File: config.mk
export PLATFORM = sky130hd
export DESIGN_NAME = mavlink_v1_packet_framer
export DESIGN_NICKNAME = d
export VERILOG_FILES = /design/src/rtl/mvf_pkg.sv /design/src/rtl/mavlink_v1_packet_framer.sv
export SDC_FILE = /design/constraint.sdc
export NUM_CORES = 1
export LEC_CHECK = 0
export ABC_AREA = 1
export BUFFER_PORTS_ARGS = -buffer_cell sky130_fd_sc_hd__buf_2
export CELL_PAD_IN_SITES_DETAIL_PLACEMENT = 0
export CELL_PAD_IN_SITES_GLOBAL_PLACEMENT = 1
export CORE_MARGIN = 2
export CORE_UTILIZATION = 44
export DETAILED_ROUTE_END_ITERATION = 10
export PLACE_DENSITY_LB_ADDON = 0.1
export SYNTH_ARGS = -nofsm -noshare
export SYNTH_HDL_FRONTEND = slang
export SYNTH_SLANG_ARGS = --single-unit
export TNS_END_PERCENT = 10
File: constraint.sdc
create_clock -name clk -period 2.94 [get_ports clk]
set_input_delay 0.147 -clock clk [delete_from_list [all_inputs] [get_ports clk]]
set_output_delay 0.147 -clock clk [all_outputs]
set_load 0.02 [all_outputs]
File: src/rtl/mvf_pkg.sv
// Shared types, codes and the X.25 checksum step for the packet framer.
// No dependencies; imported by mavlink_v1_packet_framer.
package mvf_pkg;

  localparam int unsigned ByteW = 8;
  localparam int unsigned CrcW  = 16;
  localparam int unsigned CfgIdxW = 3;

  localparam logic [CrcW-1:0] CRC_SEED = 16'hFFFF;

  // Configuration register indices
  typedef enum logic [CfgIdxW-1:0] {
    CFG_START_MARKER     = 3'd0,
    CFG_SENDER_SYSTEM    = 3'd1,
    CFG_SENDER_COMPONENT = 3'd2,
    CFG_TARGET_SYSTEM    = 3'd3,
    CFG_TARGET_COMPONENT = 3'd4,
    CFG_CRC_EXTRA        = 3'd5
  } cfg_reg_t;

  // Place of a beat within the frame produced by one input item
  typedef enum logic [3:0] {
    POS_MARKER     = 4'd0,
    POS_LENGTH     = 4'd1,
    POS_SEQ        = 4'd2,
    POS_SENDER_SYS = 4'd3,
    POS_SENDER_CMP = 4'd4,
    POS_TARGET_SYS = 4'd5,
    POS_TARGET_CMP = 4'd6,
    POS_MSG_ID     = 4'd7,
    POS_DATA       = 4'd8,
    POS_CRC_LO     = 4'd9,
    POS_CRC_HI     = 4'd10
  } pos_t;

  // One byte of the X.25 (MCRF4XX) checksum
  function automatic logic [CrcW-1:0] x25_add(input logic [CrcW-1:0] crc,
                                              input logic [ByteW-1:0] data);
    logic [ByteW-1:0] t;
    t = data ^ crc[7:0];
    t = t ^ {t[3:0], 4'b0000};
    return {8'h00, crc[15:8]} ^ {t, 8'h00} ^ {5'b00000, t, 3'b000}
           ^ {12'h000, t[7:4]};
  endfunction

endpackage

File: src/rtl/mavlink_v1_packet_framer.sv
// Packet framer top level: slot register, beat sequencer and output register.
// Depends on mvf_pkg (types, codes, checksum step).
//
// Usage
// - Input channel (pay_valid/pay_ready): one payload byte per beat, with the
//   packet length and message id; first_byte opens a new packet.
// - Output channel (wire_valid/wire_ready): one framed byte per beat.
//   end_of_run marks the last beat caused by an input item, end_of_packet
//   the high checksum byte.
// - Config port (cfg_we/cfg_index/cfg_data): to be written while idle only; the block does not enforce it.
// - The first beat of an item goes from the slot register into the output
//   register; a receiver stall can hold it in the slot.
// - Beats per item: a plain payload byte gives one beat; the first byte of a
//   packet gives nine (header plus byte), the last one three (byte plus
//   checksum) and a one-byte packet eleven. The rate is set by the single
//   output register, one byte per cycle unless the receiver stalls.
// - Items that open a zero-length packet or arrive outside a packet are
//   accepted and dropped without output.
// - Reset clears the sequence number and the byte count, seeds the checksum
//   with FFFF and loads the default config. When the receiver stalls, the
//   output beat holds and the slot register behind it holds the next item,
//   so input stalls once the slot is full.
module mavlink_v1_packet_framer (
  input  logic                          clk,
  input  logic                          rst,
  // config write port
  input  logic                          cfg_we,
  input  logic [mvf_pkg::CfgIdxW-1:0]   cfg_index,
  input  logic [mvf_pkg::ByteW-1:0]     cfg_data,
  // payload input
  input  logic                          pay_valid,
  output logic                          pay_ready,
  input  logic [mvf_pkg::ByteW-1:0]     payload_byte,
  input  logic [mvf_pkg::ByteW-1:0]     payload_length,
  input  logic [mvf_pkg::ByteW-1:0]     message_id,
  input  logic                          first_byte,
  // framed output
  output logic                          wire_valid,
  input  logic                          wire_ready,
  output logic [mvf_pkg::ByteW-1:0]     out_byte,
  output logic                          end_of_run,
  output logic                          end_of_packet
);
  import mvf_pkg::*;

  // config registers
  logic [ByteW-1:0] start_marker, sender_system, sender_component;
  logic [ByteW-1:0] target_system, target_component, crc_extra_byte;

  // packet state on the accept side
  logic [ByteW-1:0] sequence_number;
  logic [ByteW-1:0] bytes_remaining, bytes_remaining_next;
  logic [CrcW-1:0]  running_crc, running_crc_next;

  // slot register: the item whose beats are being sent
  logic             slot_valid;
  logic             slot_last;
  pos_t             slot_pos;
  logic [ByteW-1:0] slot_data, slot_len, slot_msg, slot_seq;

  logic             accept, productive, advance, slot_done;
  pos_t             end_pos;
  logic [ByteW-1:0] beat_byte;
  logic [CrcW-1:0]  crc_fold_extra;

  // handshake
  assign advance   = slot_valid && (!wire_valid || wire_ready);
  assign end_pos   = slot_last ? POS_CRC_HI : POS_DATA;
  assign slot_done = advance && (slot_pos == end_pos);
  assign pay_ready = !slot_valid || slot_done;
  assign accept    = pay_valid && pay_ready;

  // item classification and byte count update
  always_comb begin
    productive           = 1'b0;
    bytes_remaining_next = bytes_remaining;
    if (first_byte) begin
      if (payload_length != '0) begin
        productive           = 1'b1;
        bytes_remaining_next = payload_length - 8'd1;
      end
    end else if (bytes_remaining != '0) begin
      productive           = 1'b1;
      bytes_remaining_next = bytes_remaining - 8'd1;
    end
  end

  // config writes; other indices are ignored
  always_ff @(posedge clk) begin
    if (rst) begin
      start_marker     <= 8'd254;
      sender_system    <= 8'd1;
      sender_component <= 8'd0;
      target_system    <= 8'd2;
      target_component <= 8'd0;
      crc_extra_byte   <= 8'd0;
    end else if (cfg_we) begin
      unique case (cfg_index)
        CFG_START_MARKER:     start_marker     <= cfg_data;
        CFG_SENDER_SYSTEM:    sender_system    <= cfg_data;
        CFG_SENDER_COMPONENT: sender_component <= cfg_data;
        CFG_TARGET_SYSTEM:    target_system    <= cfg_data;
        CFG_TARGET_COMPONENT: target_component <= cfg_data;
        CFG_CRC_EXTRA:        crc_extra_byte   <= cfg_data;
        default: ;
      endcase
    end
  end

  // accept side state
  always_ff @(posedge clk) begin
    if (rst) begin
      sequence_number <= '0;
      bytes_remaining <= '0;
    end else if (accept && productive) begin
      bytes_remaining <= bytes_remaining_next;
      if (first_byte) begin
        sequence_number <= sequence_number + 8'd1;
      end
    end
  end

  // slot control
  always_ff @(posedge clk) begin
    if (rst) begin
      slot_valid <= 1'b0;
      slot_pos   <= POS_MARKER;
    end else if (accept && productive) begin
      slot_valid <= 1'b1;
      slot_pos   <= first_byte ? POS_MARKER : POS_DATA;
    end else if (slot_done) begin
      slot_valid <= 1'b0;
    end else if (advance) begin
      slot_pos   <= pos_t'(slot_pos + 4'd1);
    end
  end

  // slot payload
  always_ff @(posedge clk) begin
    if (accept && productive) begin
      slot_data <= payload_byte;
      slot_len  <= payload_length;
      slot_msg  <= message_id;
      slot_seq  <= sequence_number;
      slot_last <= (bytes_remaining_next == '0);
    end
  end

  // beat selection and checksum step
  assign crc_fold_extra = x25_add(running_crc, crc_extra_byte);

  always_comb begin
    unique case (slot_pos)
      POS_MARKER:     beat_byte = start_marker;
      POS_LENGTH:     beat_byte = slot_len;
      POS_SEQ:        beat_byte = slot_seq;
      POS_SENDER_SYS: beat_byte = sender_system;
      POS_SENDER_CMP: beat_byte = sender_component;
      POS_TARGET_SYS: beat_byte = target_system;
      POS_TARGET_CMP: beat_byte = target_component;
      POS_MSG_ID:     beat_byte = slot_msg;
      POS_DATA:       beat_byte = slot_data;
      POS_CRC_LO:     beat_byte = crc_fold_extra[7:0];
      POS_CRC_HI:     beat_byte = running_crc[15:8];
      default:        beat_byte = '0;
    endcase
    running_crc_next = x25_add(running_crc, beat_byte);
    // marker is not covered; checksum restarts after the high byte
    if (slot_pos == POS_MARKER || slot_pos == POS_CRC_HI) begin
      running_crc_next = CRC_SEED;
    end else if (slot_pos == POS_CRC_LO) begin
      running_crc_next = crc_fold_extra;
    end
  end

  always_ff @(posedge clk) begin
    if (rst) begin
      running_crc <= CRC_SEED;
    end else if (advance) begin
      running_crc <= running_crc_next;
    end
  end

  // output register
  always_ff @(posedge clk) begin
    if (rst) begin
      wire_valid <= 1'b0;
    end else if (advance) begin
      wire_valid <= 1'b1;
    end else if (wire_ready) begin
      wire_valid <= 1'b0;
    end
  end

  always_ff @(posedge clk) begin
    if (advance) begin
      out_byte      <= beat_byte;
      end_of_run    <= (slot_pos == end_pos);
      end_of_packet <= (slot_pos == POS_CRC_HI);
    end
  end

`ifndef SYNTHESIS
  // checksum high byte always closes the run of its item
  a_eop_ends_run: assert property (@(posedge clk) disable iff (rst)
    wire_valid && end_of_packet |-> end_of_run)
    else $error("end_of_packet without end_of_run");

  // an empty slot never holds back the input
  a_ready_when_empty: assert property (@(posedge clk) disable iff (rst)
    !slot_valid |-> pay_ready)
    else $error("input stalled with empty slot");

  // checksum restarts once the packet is closed
  a_crc_restart: assert property (@(posedge clk) disable iff (rst)
    advance && slot_pos == POS_CRC_HI |=> running_crc == CRC_SEED)
    else $error("checksum not restarted after packet");

  // an item that does not end its packet never reaches the checksum beats
  a_no_crc_midpacket: assert property (@(posedge clk) disable iff (rst)
    slot_valid && !slot_last |-> slot_pos != POS_CRC_LO && slot_pos != POS_CRC_HI)
    else $error("checksum beat inside packet");
`endif

endmodule

======== After elaboration in Yosys (flattened, before gate mapping) ========
Cells that the tools add are included.
operators by class
  bitwise logic cells ..................... 10
  multiplexer cells ....................... 18
  reduce and logical (&&, ||, !) cells .... 25
  $add $sub $neg .......................... 4
  equality and inequality tests ........... 17
operator list
  operator             count
  $pmux 8 s11          1
  $mux 16              2
  $xor 16x11->16       2
  $xor 16x4->16        2
  $xor 8x16->16        2
  $xor 8x8->8          4
  $mux 8               3
  $eq 4x3->1 const B   4
  $mux 4               4
  $reduce_and 2->1     8
  $reduce_bool 8->1    2
  $sub 8x1->8 const B  2
  $eq 4x4->1 const B   3
  $add 8x1->8 const B  1
  $eq 4x2->1 const B   2
  $logic_not 8->1      1
  $mux 1               7
  $eq 3x2->1 const B   2
  $eq 3x3->1 const B   2
  $reduce_bool 2->1    3
  $add 4x1->4 const B  1
  $eq 4x1->1 const B   1
  $eq 4x4->1           1
  $logic_and 1x1->1    4
  other kinds (7)      10
storage, ports and cells
  word-level logic and storage cells ...... 94
  output and inout bits ................... 12
  input port bits ......................... 41
  register bits ........................... 129

======== Logic depth before layout (Yosys ltp) ========
Gate-level depths: netlist of the first run.
  depth in word-level cells ............... 13
  depth in mapped cells ................... 19
  mapped depth without buffers ............ 19

======== Least setup slack after synthesis of the first run ========
OpenSTA, ideal clock, no wires.
  path type ............................... reg2reg
  start ................................... reg bytes_remaining[1]
  end ..................................... reg slot_data[0], enable pin
  arrival time ............................ 1905 ps
  period minus slack after synthesis ...... 2283 ps
  buffers on the path ..................... 1
  slack ................................... 657 ps
  setup time .............................. 378 ps
  data required time ...................... 2562 ps
  stages on the path, launching flop included .. 10
  cells stage by stage .................... dfxtp_1 -> inv_1 -> ha_1 -> nand3_1 -> nor2_1 -> nor2_2 -> nor2_1 -> nand3b_4 -> inv_1 -> buf_2
between the ends
  longest elaborated chain between the ends .. 4
ends and longest elaborated chain
  item                    RTL line                         source
  from (decl)             mavlink_v1_packet_framer.sv:52   logic [ByteW-1:0] bytes_remaining, bytes_remaining_next;
  from (signal assigned)  mavlink_v1_packet_framer.sv:116  bytes_remaining <= bytes_remaining_next;
  $reduce_bool 8->1       mavlink_v1_packet_framer.sv:82   end else if (bytes_remaining != '0) begin
  $mux 1                  mavlink_v1_packet_framer.sv:82
  $mux 1                  mavlink_v1_packet_framer.sv:77   if (first_byte) begin
  $logic_and 1x1->1       mavlink_v1_packet_framer.sv:140  if (accept && productive) begin
  to (signal assigned)    mavlink_v1_packet_framer.sv:141  slot_data <= payload_byte;
  to (decl)               mavlink_v1_packet_framer.sv:59   logic [ByteW-1:0] slot_data, slot_len, slot_msg, slot_seq;
No other way between the ends.
A chain may end at the register's enable or synchronous reset.

======== Worst setup path in the final report of the first run ========
  start ................................... reg slot_pos[0]
  end ..................................... reg running_crc[7]
between the ends
  longest elaborated chain between the ends .. 8
  elaborated cells between the ends (all ways) .. 19
  classes of those cells .................. eq/ne (10); mux (3); bitwise (4); reduce/logical (2)
ends and longest elaborated chain
  item                                RTL line                         source
  from (decl)                         mavlink_v1_packet_framer.sv:58   pos_t slot_pos;
  from (signal assigned)              mavlink_v1_packet_framer.sv:130  slot_pos <= first_byte ? POS_MARKER : POS_DATA;
  from (signal assigned)              mavlink_v1_packet_framer.sv:134  slot_pos <= pos_t'(slot_pos + 4'd1);
  $eq 4x4->1 (tied with other cells)  mavlink_v1_packet_framer.sv:153  unique case (slot_pos)
  $pmux 8 s11 *                       mavlink_v1_packet_framer.sv:153
  named net beat_byte[0]              mavlink_v1_packet_framer.sv:63   logic [ByteW-1:0] beat_byte;
  $xor 8x8->8 *                       mvf_pkg.sv:40                    t = data ^ crc[7:0];
  $xor 8x8->8 *                       mvf_pkg.sv:41                    t = t ^ {t[3:0], 4'b0000};
  $xor 16x11->16 *                    mvf_pkg.sv:42                    return {8'h00, crc[15:8]} ^ {t, 8'h00} ^ {5'b00000, t, 3'b000}
  $xor 16x4->16 *                     mvf_pkg.sv:43                    ^ {12'h000, t[7:4]};
  $mux 16 *                           mavlink_v1_packet_framer.sv:171  end else if (slot_pos == POS_CRC_LO) begin
  $mux 16 *                           mavlink_v1_packet_framer.sv:169  if (slot_pos == POS_MARKER || slot_pos == POS_CRC_HI) begin
  to (signal assigned)                mavlink_v1_packet_framer.sv:180  running_crc <= running_crc_next;
  to (decl)                           mavlink_v1_packet_framer.sv:53   logic [CrcW-1:0] running_crc, running_crc_next;
The timed path passes the listed nets; every way through them passes the cells marked *.

==> results by group, run 1 <==
Status
  – Run status: finished, final reports clean

Cells and area
  – # fillers: 1549
  – Most frequent cells in the layout: 249 x nand2_1, 126 x nor2_1, 115 x nand3_1
  – Final nets: around 1100
  – Finished Cell Area: between 0.008 and 0.009 mm^2
  – Syn-to-layout area delta: 18.7%
  – Antenna diodes: 0
  – FF+latch area: around 0.003 mm^2
  – Layout cells sized above 1: approximately an eighth
  – Most common cell after layout, fill and taps aside: nand2_1
  – Area taken by multi-input logic gates: between 0.003 and 0.004 mm^2

Global route
  – Number of global-route vias before repair: 6102
  – Global-route wire length before repair: 32300 um
  – Met3 usage: approximately 4.6%
  – Global route total overflow: 0
  – Global-route usage over all layers: about a quarter
  – Largest net degree at the start of global routing: between 60 and 70
  – Initial antenna violation count: 0
  – Grt met1 use: 34.2%
  – Met2 Use GR: about two fifths
  – GRT Max-Usage Layer: met2

STA
  – Setup TNS: 0 ps
  – Slew margin rel.: between 50% and 60%
  – Part of the cycle the worst path needs: 88.8%
  – Clk_skew: between 7 and 8 ps
  – Fmax: around 0.38 GHz
  – Unrepaired setup endpoints after global routing: false
  – Max Transition Viols Final: 0
  – Min cycle time layout: 2610 ps
  – Slew @ Worst Pin: between 600 and 700 ps
  – Endpoints failing hold: 0
  – Setup Viol. Count Final: 0

Logic synthesis
  – Syn Area/Cell: roughly 7.3 um^2
  – Synth warn: 0
  – Mapped Cells: roughly 960
  – Synthesized netlist net count: roughly 1000
  – Largest cells by area after synthesis: dfxtp_1 25%, edfxtp_1 18%, nand2_1 13%
  – Synth cell types: 45
  – Seq cells post-synth: between 100 and 150
  – Sequential fraction of the synthesis area: 43.0%
  – Synth area leader: dfxtp_1
  – Post-synth EDFFs: 43
  – Post-synth top area share: 24.5%
  – Post-synthesis cell area: roughly 0.0070 mm^2
  – Async SR Flop Fraction: 0%
  – Most common flop cell mapped by yosys: dfxtp_1

Drt
  – Vias: around 6600
  – Vias per cell: roughly 5.1
  – Final ANT Viol Nets: 0
  – Total wire length: 20100 um
  – WL per Instance: between 15 and 20 um
  – DRC viols: 0
  – Initial drt markers: 480
  – Initial DRT Pass Iterations: 5

Power and ir drop
  – Peak supply drop: 0.411 mV
  – Tot Pwr: around 5.3 mW
  – Leak: 3.80 nW
  – P per Cell Area: ~640 mW/mm^2

Setup path
  – Setup crit start kind: flop
  – CP required: ~3300 ps
  – Type of the worst setup path: flop to flop
  – CP Max Fanout: 12
  – Arr. time, crit path: slightly below 3000 ps
  – Critical path endpoint category: flop

Floorplanning
  – Chip width: ~130 um
  – Initial Utilization: between 40% and 50%
  – Top-Level Pins: 53
  – Die height: around 130 um
  – Core area: 0.0157 mm^2
  – Die area: roughly 0.017 mm^2
  – Rows: 46

Clocking
  – Num Clock Sinks: 129
  – Clock tree buffer depth: 2
  – # H-tree levels: 4
  – CTS Root Buffer Type: clkbuf_16
  – TritonCTS buffer count: 17
  – Clk slew on worst S/H paths: 60 ps
  – Later-pin clock latency in the skew report: around 420 ps
  – TritonCTS clock tree: built

Place
  – Port Buf Inserts: 52
  – GPL Wtd Cong: approximately 0.88
  – Placed inst area: about 0.0075 mm^2
  – Post-DP HPWL: 14700 um

Min path
  – Worst min path class: primary input to flop

Flow run
  – Max Cap Viol: 0
-- cell families (layout without fill, tap and decap cells) --
kind of cell             count (synthesis)  in the layout  synth area share [%]
AO/OA/AOI/OAI                          138            138                  10.8
XOR/XNOR                                15             15                  1.87
adder cells (fa/ha/maj)                  9              9                  1.61
buffers and inverters                  131            226                  8.58
flip-flops                             129            129                  43.0
AND/OR/NAND/NOR                        541            541                  34.2
-- final timing paths --
kind,cells after the start,startpoint,slack (ps),to
worst max-delay path,16,slot_pos[0]$_SDFFE_PP0P_,330,running_crc[7]$_SDFFE_PP1P_
worst min-delay path,3,cfg_data[2],40,start_marker[2]$_SDFFE_PP1P_
worst max register to register,16,slot_pos[0]$_SDFFE_PP0P_,330,running_crc[7]$_SDFFE_PP1P_
worst min register to register,0,sequence_number[7]$_SDFFE_PP0P_,450,slot_seq[7]$_DFFE_PP_
-- cell usage after synthesis, drive strengths merged, types with 4 or more instances --
| cell | count |
|---|---|
| nand3 | 120 |
| buf | 12 |
| nand2 | 261 |
| nor2 | 136 |
| inv | 100 |
| a21oi | 46 |
| nand4 | 11 |
| dfxtp | 86 |
| o21ai | 73 |
| clkbuf | 18 |
| o211ai | 4 |
| xor2 | 12 |
| ha | 9 |
| edfxtp | 43 |
| nor3 | 8 |
-- through the flow --
step	hold WS, ps	utilization, %	worst slack (ps)	cells
global route	58.2	53.0	18.8	1274
global placement	324	47.5	235	1217
detailed placement	325	47.5	239	1217
CTS	25.9	52.9	201	1274
floorplan	246	-	657	963
finish	37.3	53.0	329	1274
-- state kept, by name, summed over array words and instances (netlist names) --
name              flops
running_crc          16
bytes_remaining       8
crc_extra_byte        8
out_byte              8
sender_component      8
sender_system         8
sequence_number       8
slot_data             8
slot_len              8
slot_msg              8
slot_seq              8
start_marker          8
target_component      8
target_system         8
slot_pos              4
end_of_packet         1
end_of_run            1
slot_last             1
slot_valid            1
wire_valid            1
-- per-layer routing --
| layer | wire length [um] | part of all wire [%] |
|---|---|---|
| met5 | 0 | 0 |
| met4 | 454 | 2.3 |
| met3 | 1010 | 5.0 |
| met2 | 9340 | 46 |
| met1 | 9310 | 46 |
-- worst max-delay path, stage by stage, from the launching register on --
cell and delay (ps):
dfxtp_1 430, ha_1 400, inv_2 80, nor2_4 360
nand3_1 230, nor2_1 130, nor2_1 80, nand2_1 100
nand2_1 130, nand2_2 140, nand2_1 60, nand3_1 80
nand3_1 70, nand2_1 60, nand2_1 50, nand2_1 50
nand2_1 40
-- area by class of cell --
class,count,area share [%]
multi-input combinational,703,40.9
sequential,129,36.2
inverter,101,4.59
tap,216,3.25
timing repair buffer,93,7.88
clock inverter,13,1.95
clock buffer,19,5.20
-- repair_timing --
action,in CTS,in global routing
setup buffers,0,0
hold buffers,25,0
setup endpoints to repair,0,7
hold endpoints to repair,25,0
gates resized for setup,0,3
-- power by group --
group	leakage (nW)	internal, mW	switching [mW]
clock network	0.285	1.33	0.818
logic	2.41	0.371	0.721
registers	1.11	1.97	0.0814
total	3.80	3.68	1.62
No activity file was read; power rests on OpenSTA's default activity.
==> inputs of run 2 (changes only) <==
--- a/config.mk
+++ b/config.mk
@@ -10,7 +10,7 @@
 export CELL_PAD_IN_SITES_DETAIL_PLACEMENT = 0
 export CELL_PAD_IN_SITES_GLOBAL_PLACEMENT = 1
 export CORE_MARGIN = 2
-export CORE_UTILIZATION = 44
+export CORE_UTILIZATION = 40
 export DETAILED_ROUTE_END_ITERATION = 10
 export PLACE_DENSITY_LB_ADDON = 0.1
 export SYNTH_ARGS = -nofsm -noshare
==> constraint.sdc (replaced) <==
create_clock -name clk -period 2.2 [get_ports clk]
set_input_delay 0.33 -clock clk [delete_from_list [all_inputs] [get_ports clk]]
set_output_delay 0.33 -clock clk [all_outputs]
set_load 0.02 [all_outputs]
==> results by group, run 2 (same netlist as run 1, synthesis figures left out) <==
Drt
  – Initial drt markers: 402 (was 480)
  – Vias per cell: 5.07 (was 5.15)
  – Final ANT Viol Nets: 0 (unchanged)
  – Vias: 6881 (was 6561)
  – WL per Instance: 16.3 um (was 15.8 um)
  – Total wire length: 22100 um (was 20100 um)
  – DRC viols: 0 (unchanged)
  – Initial DRT Pass Iterations: 5 (unchanged)

Min path
  – Worst min path class: primary input to flop (unchanged)
  – Hold path depth: 1 (was 3)

Global route
  – Global route total overflow: 0 (unchanged)
  – Initial antenna violation count: 0 (unchanged)
  – Global-route usage over all layers: 24.9% (was 25.1%)
  – Number of global-route vias before repair: 6497 (was 6102)
  – Largest net degree at the start of global routing: 71 (was 66)
  – Global-route wire length before repair: 34900 um (was 32300 um)

Clocking
  – Later-pin clock latency in the skew report: 420 ps (about the same)
  – TritonCTS buffer count: 17 (unchanged)
  – TritonCTS clock tree: built (unchanged)
  – Clk slew on worst S/H paths: 60 ps (about the same)
  – Num Clock Sinks: 129 (unchanged)
  – Clock tree buffer depth: 2 (unchanged)
  – # H-tree levels: 4 (unchanged)
  – CTS Root Buffer Type: clkbuf_16 (unchanged)

Setup path
  – Worst path slowest cell: dfxtp_2 (was dfxtp_1)
  – Arr. time, crit path: 2560 ps (was 2920 ps)
  – WP depth: 18 (was 16)
  – Setup crit start kind: flop (unchanged)
  – CP cell instances: buf_6, ha_4, inv_2, nor2_4, buf_4, nand2_1, nor2_2, nor2_2, nand2_2, nand2_1, nand2_1, nand3_2, nand3_2, nand2_1, nand2_1, nand3_1, nand2_1, nand2_1 (was ha_1, inv_2, nor2_4, nand3_1, nor2_1, nor2_1, nand2_1, nand2_1, nand2_2, nand2_1, nand3_1, nand3_1, nand2_1, nand2_1, nand2_1, nand2_1)
  – R2r worst-path depth: 18 (was 16)
  – Critical Path Max Stage Delay: 360 ps (was 430 ps)
  – Type of the worst setup path: flop to flop (unchanged)
  – WP buf/inv: 3 (was 1)
  – CP delay by family, top: simple AND/OR/NAND/NOR gates (unchanged)
  – CP dominant cell by count: nand2_1 (unchanged)
  – CP Max Fanout: 6 (was 12)
  – CP required: 2500 ps (was 3250 ps)
  – Critical path endpoint category: flop (unchanged)

STA
  – Slew @ Worst Pin: 480 ps (was 672 ps)
  – Unrepaired setup endpoints after global routing: true (was false)
  – Setup slack after layout: -56.2 ps (was 329 ps)
  – Setup Viol. Count Final: 8 (was 0)
  – Fmax: 0.443 GHz (was 0.383 GHz)
  – Max Transition Viols Final: 0 (unchanged)
  – Clk_skew: 10.4 ps (was 7.28 ps)
  – Part of the cycle the worst path needs: 103% (was 88.8%)
  – Endpoints failing hold: 0 (unchanged)
  – Slew margin rel.: 67.9% (was 55.2%)
  – Min cycle time layout: 2260 ps (was 2610 ps)

Cells and area
  – FF+latch area: 0.00303 mm^2 (was 0.00301 mm^2)
  – Layout cells sized above 1: 30.7% (was 13.1%)
  – Final nets: 1169 (was 1095)
  – Finished Cell Area: 0.00957 mm^2 (was 0.00832 mm^2)
  – Max reg flops: 16 (unchanged)
  – Top reg by flops: running_crc (unchanged)
  – Non-Filler Instances: 1357 (was 1274)
  – Syn-to-layout area delta: 36.4% (was 18.7%)
  – Most common cell after layout, fill and taps aside: nand2_1 (unchanged)
  – Area taken by multi-input logic gates: 0.00396 mm^2 (was 0.00341 mm^2)
  – Antenna diodes: 0 (unchanged)
  – Most frequent cells in the layout: 208 x nand2_1, 107 x nor2_1, 96 x buf_4 (was 249 x nand2_1, 126 x nor2_1, 115 x nand3_1)
  – # fillers: 1639 (was 1549)

Floorplanning
  – Initial Utilization: 40.7% (was 44.6%)
  – Die area: 0.0186 mm^2 (was 0.0170 mm^2)
  – Die height: 136 um (was 130 um)
  – Rows: 48 (was 46)
  – Top-Level Pins: 53 (unchanged)
  – Chip width: 136 um (was 130 um)
  – Core area: 0.0172 mm^2 (was 0.0157 mm^2)

Status
  – Run status: finished, violations left (was finished, final reports clean)
  – Failing checks: setup timing

Flow run
  – Max Cap Viol: 0 (unchanged)

Power and ir drop
  – P per Cell Area: 809 mW/mm^2 (was 637 mW/mm^2)
  – Peak supply drop: 0.567 mV (was 0.411 mV)
  – Leak: 4.37 nW (was 3.80 nW)

Place
  – Dpl cells: 1294 (was 1217)
  – Port Buf Inserts: 52 (unchanged)
  – GPL Wtd Cong: 0.915 (was 0.877)
  – Post-DP HPWL: 15900 um (was 14700 um)
  – Placed inst area: 0.00804 mm^2 (was 0.00747 mm^2)
## run 2: cell types whose count changed in the layout (fill, tap and decap cells not counted), moves of 7 or more
| cell | change |
|---|---|
| buf_4 | +82 |
| nand3_2 | +28 |
| nor2_2 | +7 |
| dlygate4sd3_1 | -25 |
| nor2_1 | -19 |
| nand2_4 | +15 |
| nor2_4 | +12 |
| nand2_1 | -41 |
| nand2_2 | +25 |
| buf_12 | +8 |
| nand3_1 | -32 |
## run 2: final timing paths
path	from	end	slack (ps)
hold reg to reg	sequence_number[7]$_SDFFE_PP0P_	slot_seq[7]$_DFFE_PP_	450
hold / removal	payload_byte[7]	slot_data[7]$_DFFE_PP_	80
setup / recovery	slot_pos[0]$_SDFFE_PP0P_	running_crc[2]$_SDFFE_PP1P_	-60
setup reg to reg	slot_pos[0]$_SDFFE_PP0P_	running_crc[2]$_SDFFE_PP1P_	-60
## run 2: area by class of cell
cell class	count	area share (%)
Sequential cell	129	31.6
Clock inverter	14	1.63
Clock buffer	18	4.49
Tap cell	225	2.94
Inverter	101	4.09
Timing Repair Buffer	167	13.8
Multi-Input combinational cell	703	41.4
## run 2: what timing repair did
item / 4_1_cts / 5_1_grt
cloned: 3 / 0
endpoints found under the setup margin: 17 / 23
hold buffers: 0 / 0
gates resized for setup: 80 / 90
pin swaps: 44 / 63
buffers inserted: 22 / 7
## run 2: per-stage QoR
stage / util [%] / total power [mW] / hold slack, ps / setup TNS, ps / worst slack [ps]
detailed placement: 46.6 / 4.43 / 433 / -2210 / -264
global route: 55.5 / 8.13 / 64.4 / -1890 / -151
finish: 55.5 / 7.74 / 75.6 / -163 / -56.2
floorplan: - / 3.80 / 408 / 0 / 84.1
global placement: 46.6 / 4.43 / 418 / -1960 / -249
CTS: 53.3 / 7.54 / 62.2 / -49.1 / -23.1
## run 2: where the power goes
group	switching [mW]	internal (mW)	total (mW)
combinational	1.26	0.916	2.17
sequential	0.117	2.64	2.76
clock	1.13	1.68	2.81
total	2.50	5.24	7.74
## run 2: routing by layer
metal | global-route usage, % | wire length, um | up-vias
met3 | 5.00 | 1010 | 34
met4 | 8.28 | 480 | 0
met2 | 40.1 | 10400 | 161
met1 | 33.3 | 10200 | 3203
met5 | 0 | 0 | -
li1 | - | - | 3483
